==> src/rtl/lrbt_pkg.sv <==
// ----------------------------------------------------------------------------
// lrbt_pkg
// Shared types and constants of the link retry backoff timer.
// ----------------------------------------------------------------------------
`default_nettype none

package lrbt_pkg;

  // widths of the fixed-size fields
  localparam int unsigned MsW     = 32;
  localparam int unsigned CfgIdxW = 2;

  // configuration register indexes
  typedef enum logic [CfgIdxW-1:0] {
    CFG_FIRST_BACKOFF = 2'd0,
    CFG_MAX_BACKOFF   = 2'd1,
    CFG_GRACE         = 2'd2
  } cfg_idx_e;

  // register reset values
  localparam logic [MsW-1:0] FirstBackoffRst = 32'd5000;
  localparam logic [MsW-1:0] MaxBackoffRst   = 32'd300000;
  localparam logic [MsW-1:0] GraceRst        = 32'd10000;

  // configuration settings seen by the step logic
  typedef struct packed {
    logic [MsW-1:0] first_backoff_ms;
    logic [MsW-1:0] max_backoff_ms;
    logic [MsW-1:0] grace_ms;
  } cfg_t;

  // one result word
  typedef struct packed {
    logic           reconnect_now;
    logic [MsW-1:0] ms_until_next;
    logic [MsW-1:0] attempt_count;
  } result_t;

endpackage

`default_nettype wire

==> src/rtl/link_retry_backoff_timer.sv <==
// ----------------------------------------------------------------------------
// link_retry_backoff_timer
// Capped exponential backoff for link reconnect attempts.
// ----------------------------------------------------------------------------
//  channel  | direction | handshake              | payload
//  ---------+-----------+------------------------+------------------------------
//  in       | input     | in_valid_i/in_ready_o  | link_up_i, now_ms_i
//  out      | output    | out_valid_o/out_ready_i| reconnect_now_o, ms_until_next_o,
//           |           |                        | attempt_count_o
//  cfg      | input     | cfg_valid_i/cfg_ready_o| cfg_index_i, cfg_data_i
//
// one word in, one word out; a word is taken every cycle when the output flows
// each word passes the input register, then the step logic into the result register
// the input register refills in the cycle the result register is taken
// reset restores the register defaults and the link-up state
// ----------------------------------------------------------------------------
`default_nettype none

module link_retry_backoff_timer #(
  parameter int unsigned TIME_WIDTH = 32
) (
  input  wire                               clk_i,
  input  wire                               rst_ni,
  input  wire                               in_valid_i,
  output logic                              in_ready_o,
  input  wire                               link_up_i,
  input  wire [lrbt_pkg::MsW-1:0]           now_ms_i,
  output logic                              out_valid_o,
  input  wire                               out_ready_i,
  output logic                              reconnect_now_o,
  output logic [lrbt_pkg::MsW-1:0]          ms_until_next_o,
  output logic [lrbt_pkg::MsW-1:0]          attempt_count_o,
  input  wire                               cfg_valid_i,
  output logic                              cfg_ready_o,
  input  wire [lrbt_pkg::CfgIdxW-1:0]       cfg_index_i,
  input  wire [lrbt_pkg::MsW-1:0]           cfg_data_i
);

  lrbt_pkg::cfg_t           cfg_q;
  logic                     in_valid_q;
  logic                     link_up_q;
  logic [lrbt_pkg::MsW-1:0] now_q;
  logic                     out_valid_q;
  lrbt_pkg::result_t        res_q;
  lrbt_pkg::result_t        res_d;
  logic                     link_down_q, link_down_d;
  logic [lrbt_pkg::MsW-1:0] attempts_q, attempts_d;
  logic [TIME_WIDTH-1:0]    deadline_q, deadline_d;
  logic [lrbt_pkg::MsW-1:0] backoff_q, backoff_d;
  logic                     adv;

  // handshake
  assign adv         = in_valid_q && (!out_valid_q || out_ready_i);
  assign in_ready_o  = !in_valid_q || adv;
  assign cfg_ready_o = 1'b1;

  // configuration registers
  always_ff @(posedge clk_i or negedge rst_ni) begin
    if (!rst_ni) begin
      cfg_q.first_backoff_ms <= lrbt_pkg::FirstBackoffRst;
      cfg_q.max_backoff_ms   <= lrbt_pkg::MaxBackoffRst;
      cfg_q.grace_ms         <= lrbt_pkg::GraceRst;
    end else if (cfg_valid_i) begin
      case (cfg_index_i)
        lrbt_pkg::CFG_FIRST_BACKOFF: cfg_q.first_backoff_ms <= cfg_data_i;
        lrbt_pkg::CFG_MAX_BACKOFF:   cfg_q.max_backoff_ms   <= cfg_data_i;
        lrbt_pkg::CFG_GRACE:         cfg_q.grace_ms         <= cfg_data_i;
        default: ;
      endcase
    end
  end

  // input register
  always_ff @(posedge clk_i or negedge rst_ni) begin
    if (!rst_ni) begin
      in_valid_q <= 1'b0;
    end else if (in_ready_o) begin
      in_valid_q <= in_valid_i;
    end
  end

  always_ff @(posedge clk_i) begin
    if (in_valid_i && in_ready_o) begin
      link_up_q <= link_up_i;
      now_q     <= now_ms_i;
    end
  end

  // step logic
  lrbt_step #(
    .TIME_WIDTH (TIME_WIDTH)
  ) u_step (
    .link_up_i   (link_up_q),
    .now_ms_i    (now_q),
    .cfg_i       (cfg_q),
    .link_down_i (link_down_q),
    .attempts_i  (attempts_q),
    .deadline_i  (deadline_q),
    .backoff_i   (backoff_q),
    .link_down_o (link_down_d),
    .attempts_o  (attempts_d),
    .deadline_o  (deadline_d),
    .backoff_o   (backoff_d),
    .result_o    (res_d)
  );

  // timer state, updated as each word moves to the result register
  always_ff @(posedge clk_i or negedge rst_ni) begin
    if (!rst_ni) begin
      link_down_q <= 1'b0;
      attempts_q  <= '0;
      deadline_q  <= '0;
      backoff_q   <= '0;
    end else if (adv) begin
      link_down_q <= link_down_d;
      attempts_q  <= attempts_d;
      deadline_q  <= deadline_d;
      backoff_q   <= backoff_d;
    end
  end

  // result register
  always_ff @(posedge clk_i or negedge rst_ni) begin
    if (!rst_ni) begin
      out_valid_q <= 1'b0;
    end else if (adv) begin
      out_valid_q <= 1'b1;
    end else if (out_ready_i) begin
      out_valid_q <= 1'b0;
    end
  end

  always_ff @(posedge clk_i) begin
    if (adv) begin
      res_q <= res_d;
    end
  end

  assign out_valid_o     = out_valid_q;
  assign reconnect_now_o = res_q.reconnect_now;
  assign ms_until_next_o = res_q.ms_until_next;
  assign attempt_count_o = res_q.attempt_count;

  // a fired attempt always reports a nonzero count
  assert property (@(posedge clk_i) disable iff (!rst_ni)
    out_valid_q && res_q.reconnect_now |-> res_q.attempt_count != '0)
    else $error("reconnect reported with zero attempt count");

  // a link-up sample clears the result
  assert property (@(posedge clk_i) disable iff (!rst_ni)
    adv && link_up_q |=> !res_q.reconnect_now && res_q.attempt_count == '0
                         && res_q.ms_until_next == '0)
    else $error("link-up sample gave a nonzero result");

  // no attempts are counted while the link is considered up
  assert property (@(posedge clk_i) disable iff (!rst_ni)
    !link_down_q |-> attempts_q == '0)
    else $error("attempt count nonzero while link up");

endmodule

`default_nettype wire

==> src/rtl/lrbt_step.sv <==
// ----------------------------------------------------------------------------
// lrbt_step
// Next-state and result logic for one link sample: arm, fire and re-arm.
// ----------------------------------------------------------------------------
`default_nettype none

module lrbt_step #(
  parameter int unsigned TIME_WIDTH = 32
) (
  input  wire                          link_up_i,
  input  wire [lrbt_pkg::MsW-1:0]      now_ms_i,
  input  wire lrbt_pkg::cfg_t          cfg_i,
  input  wire                          link_down_i,
  input  wire [lrbt_pkg::MsW-1:0]      attempts_i,
  input  wire [TIME_WIDTH-1:0]         deadline_i,
  input  wire [lrbt_pkg::MsW-1:0]      backoff_i,
  output logic                         link_down_o,
  output logic [lrbt_pkg::MsW-1:0]     attempts_o,
  output logic [TIME_WIDTH-1:0]        deadline_o,
  output logic [lrbt_pkg::MsW-1:0]     backoff_o,
  output lrbt_pkg::result_t            result_o
);

  logic [TIME_WIDTH-1:0]    now_t;
  logic [TIME_WIDTH-1:0]    diff;
  logic                     hit;
  logic [lrbt_pkg::MsW-1:0] attempts_inc;
  logic [lrbt_pkg::MsW-1:0] backoff_nxt;
  logic [TIME_WIDTH-1:0]    arm_delay;
  logic [TIME_WIDTH-1:0]    arm_neg;

  // wrap-safe deadline check on the current deadline
  assign now_t = TIME_WIDTH'(now_ms_i);
  assign diff  = now_t - deadline_i;
  assign hit   = ~diff[TIME_WIDTH-1];

  // saturating attempt count
  assign attempts_inc = (&attempts_i) ? attempts_i : attempts_i + 1'b1;

  // capped doubling of the running backoff
  always_comb begin
    if (attempts_i == '0) begin
      backoff_nxt = cfg_i.first_backoff_ms;
    end else if (backoff_i >= (cfg_i.max_backoff_ms >> 1)) begin
      backoff_nxt = cfg_i.max_backoff_ms;
    end else begin
      backoff_nxt = backoff_i << 1;
    end
  end

  // delay to a freshly armed deadline, and whether it is already due
  assign arm_delay = link_down_i ? TIME_WIDTH'(backoff_nxt) : TIME_WIDTH'(cfg_i.grace_ms);
  assign arm_neg   = '0 - arm_delay;

  // state update and result
  always_comb begin
    link_down_o = link_down_i;
    attempts_o  = attempts_i;
    deadline_o  = deadline_i;
    backoff_o   = backoff_i;
    result_o    = '0;
    if (link_up_i) begin
      link_down_o = 1'b0;
      attempts_o  = '0;
    end else if (!link_down_i || hit) begin
      // arm after the drop, or fire and re-arm
      deadline_o = now_t + arm_delay;
      if (!link_down_i) begin
        link_down_o = 1'b1;
        attempts_o  = '0;
        backoff_o   = '0;
      end else begin
        attempts_o             = attempts_inc;
        backoff_o              = backoff_nxt;
        result_o.reconnect_now = 1'b1;
      end
      if (arm_neg[TIME_WIDTH-1]) begin
        result_o.ms_until_next = lrbt_pkg::MsW'(arm_delay);
      end
    end else begin
      // still waiting on the deadline
      result_o.ms_until_next = lrbt_pkg::MsW'(deadline_i - now_t);
    end
    result_o.attempt_count = attempts_o;
  end

endmodule

`default_nettype wire
==> config.mk <==
export PLATFORM = sky130hd
export DESIGN_NAME = link_retry_backoff_timer
export DESIGN_NICKNAME = d
export VERILOG_FILES = /design/src/rtl/lrbt_pkg.sv /design/src/rtl/link_retry_backoff_timer.sv /design/src/rtl/lrbt_step.sv
export SDC_FILE = /design/constraint.sdc
export NUM_CORES = 1
export LEC_CHECK = 0
export BUFFER_PORTS_ARGS = -buffer_cell sky130_fd_sc_hd__buf_2
export CAP_MARGIN = 20
export CORE_MARGIN = 10
export CORE_UTILIZATION = 50
export CTS_CLUSTER_DIAMETER = 50
export CTS_CLUSTER_SIZE = 8
export DETAILED_ROUTE_END_ITERATION = 10
export PLACE_DENSITY = 0.66
export SLEW_MARGIN = 20
export SYNTH_ARGS = -nofsm -noshare
export SYNTH_HDL_FRONTEND = slang
export SYNTH_SLANG_ARGS = --single-unit
==> constraint.sdc <==
create_clock -name clk_i -period 10.59 [get_ports clk_i]
set_input_delay 2.118 -clock clk_i [delete_from_list [all_inputs] [get_ports clk_i]]
set_output_delay 2.118 -clock clk_i [all_outputs]
set_load 0.005 [all_outputs]
==> After elaboration in Yosys (flattened, before gate mapping) <==
Cells that the tools add are included.
Widths: inputs -> output; s select.
{ "classes": {"addsub": 5, "magnitude_cmp": 1, "n_eq_ne": 2, "muxes": 15, "n_bitwise": 3, "reduce_logical": 19} }
{ "ops": {"columns": ["op", "count"], "rows": [
  ["$mux 32", 10],
  ["$sub 32x32->32", 2],
  ["$add 32x1->32 const B", 1],
  ["$add 32x32->32", 1],
  ["$ge 32x31->1", 1],
  ["$logic_not 32->1", 1],
  ["$reduce_and 32->1", 1],
  ["$sub 1x32->32 const A", 1],
  ["$reduce_and 2->1", 4],
  ["$mux 1", 5],
  ["$reduce_bool 2->1", 2],
  ["$logic_not 1->1", 3],
  ["$logic_or 1x1->1", 3],
  ["$not 1->1", 3],
  ["$reduce_and 3->1", 1],
  ["$eq 2x1->1 const B", 1],
  ["$eq 2x2->1 const B", 1],
  ["$logic_and 1x1->1", 2],
  ["$logic_not 2->1", 1],
  ["$reduce_or 2->1", 1]
]} }
{ "totals": {"reg_bits": 293, "input_bits": 72, "out_inout_bits": 68, "wordCells": 59} }

==> Depth between registers and ports, before layout <==
Gate-level depths: netlist of run 1.
{ "depth": {"ltp_word": 7, "mapped_depth": 25, "mapped_depth_nobuf": 24} }

==> Modules after synthesis <==
From an unflattened synthesis of run 1, not the netlist that was laid out.
{ "unflattened": {"cells_unflattened": 1989, "area_unflattened_um2": 19632.6} }
{ "modules_own_cells": {"columns": ["module", "instances", "cells_per_inst", "area_per_inst_um2", "seq_area_each_um2"], "rows": [
  ["link_retry_backoff_timer", 1, 517, 10298.6, 7845.0],
  ["lrbt_step", 1, 1472, 9334.0, 0.0]
]} }

==> Worst setup path after synthesis of run 1 <==
Ideal clock, no wire load.
{ "synth_timing": {"kind": "reg-to-reg", "from": "reg cfg_q[41] in the netlist's numbering", "to": "reg deadline_q[28]", "setup_time_ps": 128, "arrival_ps": 5507, "t_required_ps": 10462, "slack_ps": 4955, "path_stages_with_launch": 25, "path_buffers": 1, "period_less_slack_ps": 5635, "path_cell_list": "dfstp_2 inv_1 ha_1 a21o_1 a211o_1 a2111oi_2 nand2_1 a311o_1 nand2_1 buf_2 a2bb2oi_1 a21oi_1 ha_1 fa_1 a21oi_1 o211ai_1 a21oi_1 o41ai_1 a311oi_1 a211oi_1 o41ai_1 nand2b_1 a21oi_1 xnor2_1 mux2_1"} }
{ "synth_via": {"elab_chain_cells": 5} }
{ "synth_lines": {"columns": ["element", "line", "text"], "rows": [
  ["start: declaration", "link_retry_backoff_timer.sv:39", "lrbt_pkg::cfg_t cfg_q;"],
  ["$ge 32x31->1", "lrbt_step.sv:44", "end else if (backoff_i >= (cfg_i.max_backoff_ms >> 1)) begin"],
  ["$mux 32 (*)", "lrbt_step.sv:44", null],
  ["$mux 32 (*)", "lrbt_step.sv:42", "if (attempts_i == '0) begin"],
  ["$mux 32 (*)", "lrbt_step.sv:52", "assign arm_delay = link_down_i ? TIME_WIDTH'(backoff_nxt) : TIME_WIDTH'(cfg_i.grace_ms);"],
  ["$add 32x32->32 (*)", "lrbt_step.sv:67", "deadline_o = now_t + arm_delay;"],
  ["end signal: assignment", "link_retry_backoff_timer.sv:117", "deadline_q <= deadline_d;"],
  ["end: declaration", "link_retry_backoff_timer.sv:48", "logic [TIME_WIDTH-1:0] deadline_q, deadline_d;"]
]} }
Mark *: on every way between the ends. The rest lies on a longest branch, timed or not.
A chain may end at the register's enable or synchronous reset.

==> Final worst setup path of run 1 <==
Ends and elaborated chain as after synthesis.

==> results of run 1 <==
-- registers in the layout, indices dropped and copies added, names as in the netlist, 32 cells and up --
signal           flops
cfg_q               96
attempt_count_o     32
attempts_q          32
backoff_q           32
deadline_q          32
ms_until_next_o     32
now_q               32
-- worst max-delay path by stage --
stage                          startpoint                         end  slack, ns  cells after the start
finish              cfg_q[41]$_DFFE_PN1P_  deadline_q[28]$_DFFE_PN0P_       3.52                     24
global route        cfg_q[41]$_DFFE_PN1P_  deadline_q[28]$_DFFE_PN0P_       2.92                     24
CTS                 cfg_q[41]$_DFFE_PN1P_  deadline_q[28]$_DFFE_PN0P_       3.57                     24
floorplan           cfg_q[41]$_DFFE_PN1P_  deadline_q[28]$_DFFE_PN0P_       4.96                     24
global placement    cfg_q[41]$_DFFE_PN1P_  deadline_q[28]$_DFFE_PN0P_       3.81                     24
detailed placement  cfg_q[41]$_DFFE_PN1P_  deadline_q[28]$_DFFE_PN0P_       3.59                     24
-- cells in the final DEF, fill, tap and decap left out, drive strengths merged, types with 43 or more instances in the layout --
master | netlist | layout
a21o | 50 | 50
nand2 | 168 | 168
mux2 | 108 | 108
nor2 | 84 | 84
clkbuf | 59 | 75
o21ai | 161 | 161
inv | 145 | 146
dfrtp | 177 | 177
a21oi | 97 | 97
nor3 | 61 | 61
buf | 23 | 162
xor2 | 43 | 43
ha | 127 | 127
edfxtp | 98 | 98
-- critical path: cells and delay by family (launching register included) --
kind                     cells  cell delay [ns]
AO/OA/AOI/OAI               14             4.17
XOR/XNOR                     1             0.08
adder cells (fa/ha/maj)      2             0.61
buffers and inverters        2             0.42
flip-flops                   1             0.53
multiplexers                 1             0.28
AND/OR/NAND/NOR              4             0.83
-- final cells by class --
type	instances	area (um2)	share of cell area [%]
Timing Repair Buffer	163	887.1	4.424
Clock buffer	74	1296	6.464
Tap cell	455	569.3	2.839
Sequential cell	293	7846	39.13
Inverter	145	544.3	2.714
Clock inverter	6	60.06	0.2995
Antenna cell	1	2.502	0.01248
Multi-Input combinational cell	1254	8846	44.12
-- logic make-up after synthesis --
kind of cell	count (synthesis)	share of synthesized area [%]
buf+inv	227	5.164
other cells	1	0.02135
flops	293	44.66
simple gates	467	12.90
fa+ha+maj	129	9.273
mux	112	7.151
compound gates	460	16.55
xor+xnor	85	4.281
-- through the flow --
| stage | hold WS [ns] | total power, W | instance area, um2 | cells | worst slack [ns] |
|---|---|---|---|---|---|
| 6_report | 0.4987 | 0.005168 | 20050 | 2391 | 3.524 |
| 5_1_grt | 0.5092 | 0.005538 | 20050 | 2391 | 2.921 |
| 4_1_cts | 0.5015 | 0.005182 | 20050 | 2390 | 3.566 |
| 3_5_place_dp | 0.4899 | 0.003812 | 18690 | 2310 | 3.587 |
| 3_3_place_gp | 0.4658 | 0.003761 | 18690 | 2310 | 3.807 |
| 2_1_floorplan | 0.4569 | 0.003200 | 17570 | 1774 | 4.955 |
-- power by group --
group | leakage, nW | total (W) | switching [W] | internal [W]
clock | 0.656 | 0.00134 | 0.000510 | 0.000831
sequential | 3.38 | 0.00161 | 0.000167 | 0.00144
combinational | 4.99 | 0.00222 | 0.00134 | 0.000876
total | 9.03 | 0.00517 | 0.00202 | 0.00315
-- layer usage --
| layer | track usage, % | wire length [um] | vias up |
|---|---|---|---|
| met2 | 32.43 | 20410 | 426 |
| met5 | 0 | 0 | - |
| met1 | 29.62 | 21780 | 6693 |
| met4 | 5.896 | 981 | 0 |
| met3 | 3.475 | 2878 | 67 |
| li1 | - | - | 6622 |
==> qor.yml, run 1 <==
placed_design:
  place.gp.congestion: 0.9478
  io_buffer_count: 138
  hpwl_dp_um: 32760
detailed_routing:
  drt-vias-per-instance: 5.775
  drt-total-wl_um: 46050
  drc: 0
  firstDrtPassIters: 5
  drt_iter0_drc: 1064
  num_vias: 13810
  final_antenna_net_count: 0
  wl_per_cell_um: 19.26
worst_setup_path:
  worstPathCellList: "inv_1 > ha_1 > a21o_1 > a211o_1 > a2111oi_2 > nand2_1 > a311o_1 > nand2_1 > buf_4 > nand2_1 > a31o_2 > o21ai_0 > ha_1 > a2111oi_0 > o21ai_0 > o2111ai_1 > a31oi_1 > a311oi_1 > a211oi_1 > o41ai_1 > nand2b_1 > a21oi_1 > xnor2_1 > mux2_1"
  worst-r2r-setup-slack_ns: 3.52
  crit_path_max_incr_delay_ns: 0.66
  timing_worst_setup_path_type: "reg -> reg"
  reg2reg_to: "deadline_q[28]$_DFFE_PN0P_"
  timing.critical_path.from_type: "register"
  endpoint_kind: "register"
  crit_top_cell: "sky130_fd_sc_hd__nand2_1"
  path_max_fanout: 19
  reg2reg_depth: 24
  timing.rr.start: "cfg_q[41]$_DFFE_PN1P_"
  timing.critical_path.required_ns: 11.03
  cp_slowest_cell: "sky130_fd_sc_hd__o41ai_1"
  critical_path_arrival_ns: 7.51
timing:
  setup_clock_skew_after_layout_ns: 0.03025
  totalNegativeSetupSlack_ns: 0
  fmax_ghz: 0.1415
  final_min_period_over_clock_period_pct: 66.72
  period_needed_ns: 7.066
  rsz0062_at_grt: "false"
  finalSetupViolCount: 0
  tightestPinTransition_ns: 1.182
  hold_fails_final_rpt: 0
  max_transition_margin_pct: 20.93
  timing.final.max_slew_violations: 0
hold_path:
  min_path_type: "reg -> reg"
  hold_depth: 1
  timing.hold.worst_endpoint: "cfg_q[21]$_DFFE_PN0P_"
  startpoint_of_the_tightest_hold_check_path: "cfg_q[21]$_DFFE_PN0P_"
cts:
  clkSinkCount: 293
  tritoncts: "built"
  cts_buffers: 45
  cts_max_level: 2
  hold_buffers: 0
  ctsResizeCount: 0
  ctsRootBufferMaster: "sky130_fd_sc_hd__clkbuf_16"
  cts_max_path_buffers: 3
  clk_pin_slew_ns: 0.05
  worstSkewPairLatency_ns: 0.57
  post_cts_setup_buffers: 0
logic_synthesis:
  yosysUniqueCellTypes: 77
  synthFlopType: "sky130_fd_sc_hd__dfrtp_1"
  synth_nets: 1975
  synth-edff-count: 98
  synthTopCellsByCount: "177 x sky130_fd_sc_hd__dfrtp_1, 168 x sky130_fd_sc_hd__nand2_1, 148 x sky130_fd_sc_hd__o21ai_0, 145 x sky130_fd_sc_hd__inv_1, 127 x sky130_fd_sc_hd__ha_1"
  synth.ff_latch_count: 293
  ys_async_sr_fraction_pct: 66.55
  yosys.cell_count.top_type: "sky130_fd_sc_hd__dfrtp_1"
  netlist_instances: 1774
  syn_area_um2: 17570
  synthesis.yosys.warnings: 0
  synth.area.top_cells: "sky130_fd_sc_hd__dfrtp_1 25%, sky130_fd_sc_hd__edfxtp_1 17%, sky130_fd_sc_hd__ha_1 9.0%"
  yosysSeqAreaShare_pct: 44.66
  yosys.area.top_type: "sky130_fd_sc_hd__dfrtp_1"
  syn_area_per_cell_um2: 9.902
  synthDominantCellAreaShare_pct: 25.21
global_route:
  globalRouteOverflowTotal: 0
  grt_antenna_before_repair: 1
  grt_start_max_net_pins: 93
  grt_pass1_wl_um: 74420
  grt_pass1_vias: 13690
  global_route_usage_over_all_layers_pct: 20.97
die:
  cell_rows: 68
  core_area_um2: 34630
  initial_utilization_pct: 50.73
  chipWidth_um: 207.4
  design.die.area_um2: 43030
  top_level_ports: 140
  die_height_um: 207.4
power:
  peakVddDrop_mv: 0.1584
  powerDensity_nw_per_um2: 257.7
  static-leakage-power_nw: 9.025
job:
  maxCapViolations: 0
layout:
  final_core_utilization_pct: 57.91
  design.final.nets: 2103
  filler_cells_inserted: 3021
  drive_above_1_share_pct: 19.33
  area_delta_synth_final_pct: 14.15
outcome:
  result_of_the_run: "finished clean"
Power figures use the tool's default switching activity.
==> run 2: changes to the inputs <==
clock period = 7 ns   (was 10.59 ns; I/O delays follow)
==> run 2 against run 1 <==
Net effect:
- hold slack better by 0.0029 ns
- count of clock-buffer cells in the layout rose by 1
- final area grew 0.79%
- fmax is 8.2% higher
- register-to-register slack got worse by 3.1 ns
- non-clock buffer count stayed put
- sequential cell count is the same
- clock skew decreased by 0.0072 ns
- wire length is 1.4% higher
- largest cell class unchanged
- highest routed layer unchanged
==> qor.yml, run 2 (synthesis results as in run 1) <==
outcome:
  result_of_the_run: "finished clean"
timing:
  final_min_period_over_clock_period_pct: 93.33  # +27 points
  timing.final.max_slew_violations: 0  # unchanged
  setup_clock_skew_after_layout_ns: 0.02303  # -0.007214 ns
  period_needed_ns: 6.533  # -0.5329 ns
  rsz0062_at_grt: "false"
  hold_slack_ns: 0.5015  # +0.002886 ns
  totalNegativeSetupSlack_ns: 0  # unchanged
  finalSetupViolCount: 0  # unchanged
  hold_fails_final_rpt: 0  # unchanged
  max_transition_margin_pct: 29.89  # +9.0 points
  fmax_ghz: 0.1531  # +8.2%
  tightestPinTransition_ns: 1.052  # -0.1306 ns
placed_design:
  postPlaceCellArea_um2: 18700  # about the same
  io_buffer_count: 138  # unchanged
  place.gp.congestion: 0.9398  # -0.84%
  hpwl_dp_um: 33800  # +3.2%
detailed_routing:
  firstDrtPassIters: 8  # +3
  drt-total-wl_um: 46720  # +1.4%
  drt-vias-per-instance: 5.754  # -0.36%
  wl_per_cell_um: 19.47  # +1.1%
  drt_iter0_drc: 891  # -16%
  final_antenna_net_count: 0  # unchanged
  num_vias: 13810  # -0.022%
  drc: 0  # unchanged
worst_setup_path:
  timing.critical_path.required_ns: 7.45  # -3.58 ns
  endpoint_kind: "register"
  critical_path_arrival_ns: 6.99  # -0.52 ns
  path_max_fanout: 32  # +13
  timing_worst_setup_path_type: "reg -> reg"
  timing.critical_path.from_type: "register"
layout:
  layout.cells.most_common: "sky130_fd_sc_hd__dfrtp_1"
  design.final.nets: 2105  # +0.095%
  filler_cells_inserted: 2980  # -1.4%
  multi_input_gate_area_in_the_final_layout_um2: 8851  # about the same
  seqCellArea_um2: 7846  # unchanged
  drive_above_1_share_pct: 19.36  # +0.033 points
  largest_register_by_flop_count: "cfg_q"
  area_delta_synth_final_pct: 15.05
  layout.cells.most_common_list: "176 x sky130_fd_sc_hd__dfrtp_1, 168 x sky130_fd_sc_hd__nand2_1, 148 x sky130_fd_sc_hd__o21ai_0"
  post-route-cell-area_um2: 20210  # +0.79%
  largest_reg_flops: 96  # unchanged
die:
  cell_rows: 68  # unchanged
  chipWidth_um: 207.4  # unchanged
  core_area_um2: 34630  # unchanged
  top_level_ports: 140  # unchanged
  initial_utilization_pct: 50.73  # unchanged
  design.die.area_um2: 43030  # unchanged
  die_height_um: 207.4  # unchanged
cts:
  ctsResizeCount: 0  # unchanged
  cts_max_level: 2  # unchanged
  post_cts_setup_buffers: 0  # unchanged
  cts_buffers: 47  # +4.4%
  ctsRootBufferMaster: "sky130_fd_sc_hd__clkbuf_16"
  hold_buffers: 0  # unchanged
  clkSinkCount: 293  # unchanged
  clk_pin_slew_ns: 0.05  # about the same
  worstSkewPairLatency_ns: 0.57  # about the same
  tritoncts: "built"
  cts_max_path_buffers: 3  # unchanged
global_route:
  global_route_usage_over_all_layers_pct: 21.35  # +0.39 points
  grt_antenna_before_repair: 2  # +1
  grt_start_max_net_pins: 90  # -3.2%
  grt_pass1_wl_um: 75460  # +1.4%
  grt_pass1_vias: 13820  # +0.94%
  globalRouteOverflowTotal: 0  # unchanged
power:
  powerDensity_nw_per_um2: 398.2  # +54%
  static-leakage-power_nw: 9.084  # +0.65%
  peakVddDrop_mv: 0.2139  # +35%
job:
  maxCapViolations: 0  # unchanged
hold_path:
  min_path_type: "reg -> reg"
-- run 2: changes by cell type in the layout (fill, tap and decap cells not counted), moves of 2 or more --
cell / previous run / this run
sky130_fd_sc_hd__clkinvlp_4: 0 / 3
sky130_fd_sc_hd__clkinv_2: 3 / 0
sky130_fd_sc_hd__bufinv_16: 0 / 5
sky130_fd_sc_hd__clkbuf_1: 24 / 27
sky130_fd_sc_hd__clkbuf_16: 46 / 48
sky130_fd_sc_hd__clkbuf_8: 5 / 1
sky130_fd_sc_hd__clkinv_1: 0 / 2
-- run 2: worst paths after layout --
check / depth (start not counted) / slack, ns / startpoint / to
worst max-delay path: 24 / 0.47 / cfg_q[41]$_DFFE_PN1P_ / deadline_q[28]$_DFFE_PN0P_
worst min-delay path: 1 / 0.50 / cfg_q[88]$_DFFE_PN0P_ / cfg_q[88]$_DFFE_PN0P_
worst max register to register: 24 / 0.47 / cfg_q[41]$_DFFE_PN1P_ / deadline_q[28]$_DFFE_PN0P_
worst min register to register: 1 / 0.50 / cfg_q[88]$_DFFE_PN0P_ / cfg_q[88]$_DFFE_PN0P_
max in group asynchronous: 2 / 4.92 / rst_ni / link_down_q$_DFFE_PN0P_
min in group asynchronous: 1 / 0.79 / rst_ni / attempts_q[9]$_DFFE_PN0P_
-- run 2: power by group --
part | switching, W | internal, W | leakage, nW
sequential | 0.000275 | 0.00218 | 3.38
clock | 0.000792 | 0.00145 | 0.709
combinational | 0.00201 | 0.00133 | 5.00
-- run 2: critical path: stages, from the launching register on --
cell and delay, ns:
sky130_fd_sc_hd__dfstp_2 0.54, sky130_fd_sc_hd__inv_1 0.04, sky130_fd_sc_hd__ha_1 0.18, sky130_fd_sc_hd__a21o_1 0.16, sky130_fd_sc_hd__a211o_1 0.32, sky130_fd_sc_hd__a2111oi_2 0.33, sky130_fd_sc_hd__nand2_1 0.10, sky130_fd_sc_hd__a311o_1 0.38
sky130_fd_sc_hd__nand2_1 0.12, sky130_fd_sc_hd__buf_4 0.39, sky130_fd_sc_hd__nor3_1 0.08, sky130_fd_sc_hd__o32ai_1 0.51, sky130_fd_sc_hd__ha_1 0.38, sky130_fd_sc_hd__a21oi_1 0.20, sky130_fd_sc_hd__o211ai_1 0.14, sky130_fd_sc_hd__a21oi_1 0.29
sky130_fd_sc_hd__o41ai_1 0.12, sky130_fd_sc_hd__buf_4 0.16, sky130_fd_sc_hd__a311oi_1 0.52, sky130_fd_sc_hd__a211oi_1 0.20, sky130_fd_sc_hd__o41ai_1 0.60, sky130_fd_sc_hd__nand2b_1 0.11, sky130_fd_sc_hd__a21oi_1 0.19, sky130_fd_sc_hd__xnor2_1 0.08
sky130_fd_sc_hd__mux2_1 0.27
-- run 2: layout make-up --
type | instances | area share [%]
Antenna cell | 2 | 0.02476
Tap cell | 455 | 2.817
Inverter | 145 | 2.693
Clock inverter | 12 | 1.015
Multi-Input combinational cell | 1254 | 43.79
Clock buffer | 75 | 6.445
Sequential cell | 293 | 38.82
Timing Repair Buffer | 163 | 4.389
-- run 2: through the flow --
step                      std cells  utilization [%]  total power (W)  setup slack [ns]
after floorplan                1774                -         0.004841             1.365
after global placement         2310            53.98         0.005716            0.7674
after detailed placement       2310            54.00         0.005784            0.5602
after CTS                      2397            58.35         0.008073            0.5120
after global routing           2398            58.36         0.008621           0.02586
final                          2399            58.36         0.008047            0.4672
-- run 2: per-layer routing --
| layer | vias to the layer above | part of all wire (%) | global-route usage [%] |
|---|---|---|---|
| li1 | 6614 | - | - |
| met1 | 6695 | 47 | 30.35 |
| met2 | 420 | 44 | 32.17 |
| met3 | 76 | 6.1 | 4.001 |
| met4 | 0 | 2.1 | 6.673 |
| met5 | - | 0 | 0 |
==> run 3: changes to the inputs <==
ABC_AREA = 1   (was default)
==> run 3 against run 2 <==
Net effect:
- power is 12% higher
- clock skew is 0.0026 ns higher
- synthesized cell count is 35% higher
- hold slack worse by 0.019 ns
- non-clock buffer count is 6 lower
- sequential cell count stayed put
- die area is 4.6% higher
- sequential share of layout area is 1.4 points lower
- via count is 21% higher
- global-route usage is 3.2 points higher
- highest routed layer unchanged
==> qor.yml, run 3 <==
die:
  design.die.area_um2: 45010  # +4.6%
  die_height_um: 212.1  # +2.3%
  top_level_ports: 140  # unchanged
  chipWidth_um: 212.1  # +2.3%
  core_area_um2: 36520  # +5.5%
  cell_rows: 70  # +2.9%
  initial_utilization_pct: 50.54  # -0.19 points
timing:
  timing.final.max_slew_violations: 0  # unchanged
  period_needed_ns: 5.298  # -1.235 ns
  rsz0062_at_grt: "false"
  fmax_ghz: 0.1888  # +23%
  max_transition_margin_pct: 38.47  # +8.6 points
  finalSetupViolCount: 0  # unchanged
  setup_clock_skew_after_layout_ns: 0.02563  # +0.002596 ns
  postLayoutSetupSlackWorst_ns: 1.702  # +1.235 ns
  tightestPinTransition_ns: 0.9219  # -0.1298 ns
  totalNegativeSetupSlack_ns: 0  # unchanged
  final_min_period_over_clock_period_pct: 75.68  # -18 points
  hold_fails_final_rpt: 0  # unchanged
  hold_slack_ns: 0.4821  # -0.01950 ns
layout:
  layout.cells.most_common_list: "675 x sky130_fd_sc_hd__nand2_1, 265 x sky130_fd_sc_hd__inv_1, 209 x sky130_fd_sc_hd__o21ai_0"
  drive_above_1_share_pct: 10.80  # -8.6 points
  design.final.nets: 2709  # +29%
  layout.cells.most_common: "sky130_fd_sc_hd__nand2_1"
  non_filler_instance_count_after_layout: 3015  # +26%
  num_antenna_cells: 0  # -2
  area_delta_synth_final_pct: 13.66
  largest_reg_flops: 96  # unchanged
  largest_register_by_flop_count: "cfg_q"
logic_synthesis:
  synthTopCellsByCount: "675 x sky130_fd_sc_hd__nand2_1, 265 x sky130_fd_sc_hd__inv_1, 209 x sky130_fd_sc_hd__o21ai_0, 177 x sky130_fd_sc_hd__dfrtp_1, 161 x sky130_fd_sc_hd__a21oi_1"
  synth.area.top_cells: "sky130_fd_sc_hd__dfrtp_1 24%, sky130_fd_sc_hd__edfxtp_1 16%, sky130_fd_sc_hd__nand2_1 14%"
  synth.ff_latch_count: 293  # unchanged
  yosysSeqAreaShare_pct: 42.50  # -2.2 points
  synth-edff-count: 98  # unchanged
  synthDominantCellAreaShare_pct: 23.99  # -1.2 points
  ys_async_sr_fraction_pct: 66.55  # unchanged
  yosysUniqueCellTypes: 54  # -30%
  synthFlopType: "sky130_fd_sc_hd__dfrtp_1"
  synthesis.yosys.warnings: 0  # unchanged
  netlist_instances: 2388  # +35%
  yosys.cell_count.top_type: "sky130_fd_sc_hd__nand2_1"
  syn_area_per_cell_um2: 7.730  # -22%
  yosys.area.top_type: "sky130_fd_sc_hd__dfrtp_1"
  syn_area_um2: 18460  # +5.1%
  synth_nets: 2589  # +31%
hold_path:
  startpoint_of_the_tightest_hold_check_path: "cfg_q[70]$_DFFE_PN0P_"
  hold_depth: 2  # +1
  timing.hold.worst_endpoint: "cfg_q[70]$_DFFE_PN0P_"
  min_path_type: "reg -> reg"
worst_setup_path:
  crit_path_max_incr_delay_ns: 0.72  # +0.12 ns
  worst-r2r-setup-slack_ns: 1.70  # +1.24 ns
  cp_slowest_cell: "sky130_fd_sc_hd__nor2_2"
  timing.rr.start: "attempts_q[26]$_DFFE_PN0P_"
  timing.critical_path.from_type: "register"
  worstPathCellList: "inv_1 > nand4_1 > nor4_1 > nand2_1 > nor2_2 > a21oi_1 > a21oi_1 > inv_1 > ha_1 > a21oi_1 > nand2_1 > a21boi_0 > o21bai_1 > a21oi_1 > o21ai_0 > a21oi_1 > xor2_1 > o21ai_0"
  reg2reg_depth: 18  # -25%
  timing.critical_path.required_ns: 7.44  # about the same
  critical_path_arrival_ns: 5.74  # -1.25 ns
  crit_top_cell: "sky130_fd_sc_hd__a21oi_1"
  timing_worst_setup_path_type: "reg -> reg"
  path_max_fanout: 17  # -47%
  reg2reg_to: "deadline_q[17]$_DFFE_PN0P_"
  endpoint_kind: "register"
power:
  pwr-share-seq_pct: 28.5  # -2.0 points
  sw_frac_of_total_pct: 44.30  # +6.0 points
  powerDensity_nw_per_um2: 430.6  # +8.1%
  static-leakage-power_nw: 10.27  # +13%
  p_sw_w: 0.004002  # +30%
  proportion_of_power_drawn_by_combinational_gates_pct: 47.4  # +5.8 points
  peakVddDrop_mv: 0.2097  # -2.0%
  internal_dissipation_w: 0.005033  # +1.3%
  pwr-share-clk_pct: 24.1  # -3.8 points
detailed_routing:
  drt-vias-per-instance: 5.528  # -3.9%
  num_vias: 16670  # +21%
  drt-total-wl_um: 55160  # +18%
  firstDrtPassIters: 6  # -2
  drc: 0  # unchanged
  final_antenna_net_count: 0  # unchanged
  wl_per_cell_um: 18.30  # -6.0%
  drt_iter0_drc: 1387  # +56%
placed_design:
  hpwl_dp_um: 40550  # +20%
  place.detailed.instances: 2927  # +27%
  dpl_worst_slack_ns: 1.905  # +1.345 ns
  io_buffer_count: 138  # unchanged
  place.gp.congestion: 0.9774  # +4.0%
cts:
  cts_max_level: 2  # unchanged
  cts_max_path_buffers: 3  # unchanged
  ctsResizeCount: 0  # unchanged
  ctsRootBufferMaster: "sky130_fd_sc_hd__clkbuf_16"
  clkSinkCount: 293  # unchanged
  hold_buffers: 0  # unchanged
  clk_pin_slew_ns: 0.05  # about the same
  worstSkewPairLatency_ns: 0.59  # +0.02 ns
  tritoncts: "built"
  cts_buffers: 47  # unchanged
  post_cts_setup_buffers: 0  # unchanged
global_route:
  global_route_usage_over_all_layers_pct: 24.55  # +3.2 points
  grt_start_max_net_pins: 88  # -2.2%
  grt_antenna_before_repair: 0  # -2
  globalRouteOverflowTotal: 0  # unchanged
  grt_pass1_vias: 15890  # +15%
  grt_pass1_wl_um: 88330  # +17%
outcome:
  result_of_the_run: "finished clean"
job:
  maxCapViolations: 0  # unchanged
==> run 3: cells by family (layout without fill, tap and decap cells) <==
group	after synthesis	count (layout)	share of synthesized area [%]
and+or+nand+nor	1054	1054	23.78
AOI/OAI and AO/OA	478	478	13.73
buffers and inverters	361	520	7.733
DFF	293	293	42.50
adders and majority gates	129	129	8.825
xor gates and xnor gates	72	72	3.416
other	1	1	0.02031
==> run 3: critical path, delay by kind of cell (launching register included) <==
kind	cells	cell delay (ns)
flops	1	0.39
compound gates	9	2.49
xor+xnor	1	0.18
buf+inv	2	0.31
simple gates	5	1.46
fa+ha+maj	1	0.34
==> run 3: worst max path at each step <==
stage	from	to	slack [ns]
finish	attempts_q[26]$_DFFE_PN0P_	deadline_q[17]$_DFFE_PN0P_	1.70
global route	attempts_q[26]$_DFFE_PN0P_	deadline_q[17]$_DFFE_PN0P_	1.41
CTS	attempts_q[26]$_DFFE_PN0P_	deadline_q[17]$_DFFE_PN0P_	1.88
detailed placement	attempts_q[26]$_DFFE_PN0P_	deadline_q[17]$_DFFE_PN0P_	1.91
global placement	attempts_q[26]$_DFFE_PN0P_	deadline_q[17]$_DFFE_PN0P_	1.89
floorplan	out_ready_i	attempt_count_o[0]$_DFFE_PP_	2.80
==> run 3: per-stage QoR <==
step                      util (%)  power (W)  area, um2
after floorplan                  -   0.005549      18460
after global placement       53.43   0.006742      19520
after detailed placement     53.43   0.006796      19520
after CTS                    57.45   0.009023      20980
final                        57.45   0.009035      20980
after global routing         57.45   0.009729      20980
==> run 3: cell type report <==
class | count | area [um2]
flip-flops and latches | 293 | 7845
inverters | 275 | 1035
fillers | 3427 | 15540
multi-input cells | 1734 | 9208
clock buffers | 80 | 1403
well taps | 468 | 585.6
clock inverters | 8 | 63.81
repair buffers | 157 | 842.1
==> run 3: per-layer routing <==
metal  wire [um]  vias to the layer above  global-route usage, %
li1            -                     8112                      -
met5           0                        -                      0
met1       24380                     7887                  33.02
met4        1449                        0                  7.711
met3        3670                       93                  3.740
met2       25660                      575                  39.86
==> run 3: power groups by stage <==
stage	clock, W	combinational (W)	sequential, W
finish	0.00218	0.00428	0.00258
global route	0.00229	0.00481	0.00263
CTS	0.00222	0.00423	0.00257
detailed placement	0	0.00420	0.00260
global placement	0	0.00416	0.00259
floorplan	0	0.00304	0.00250
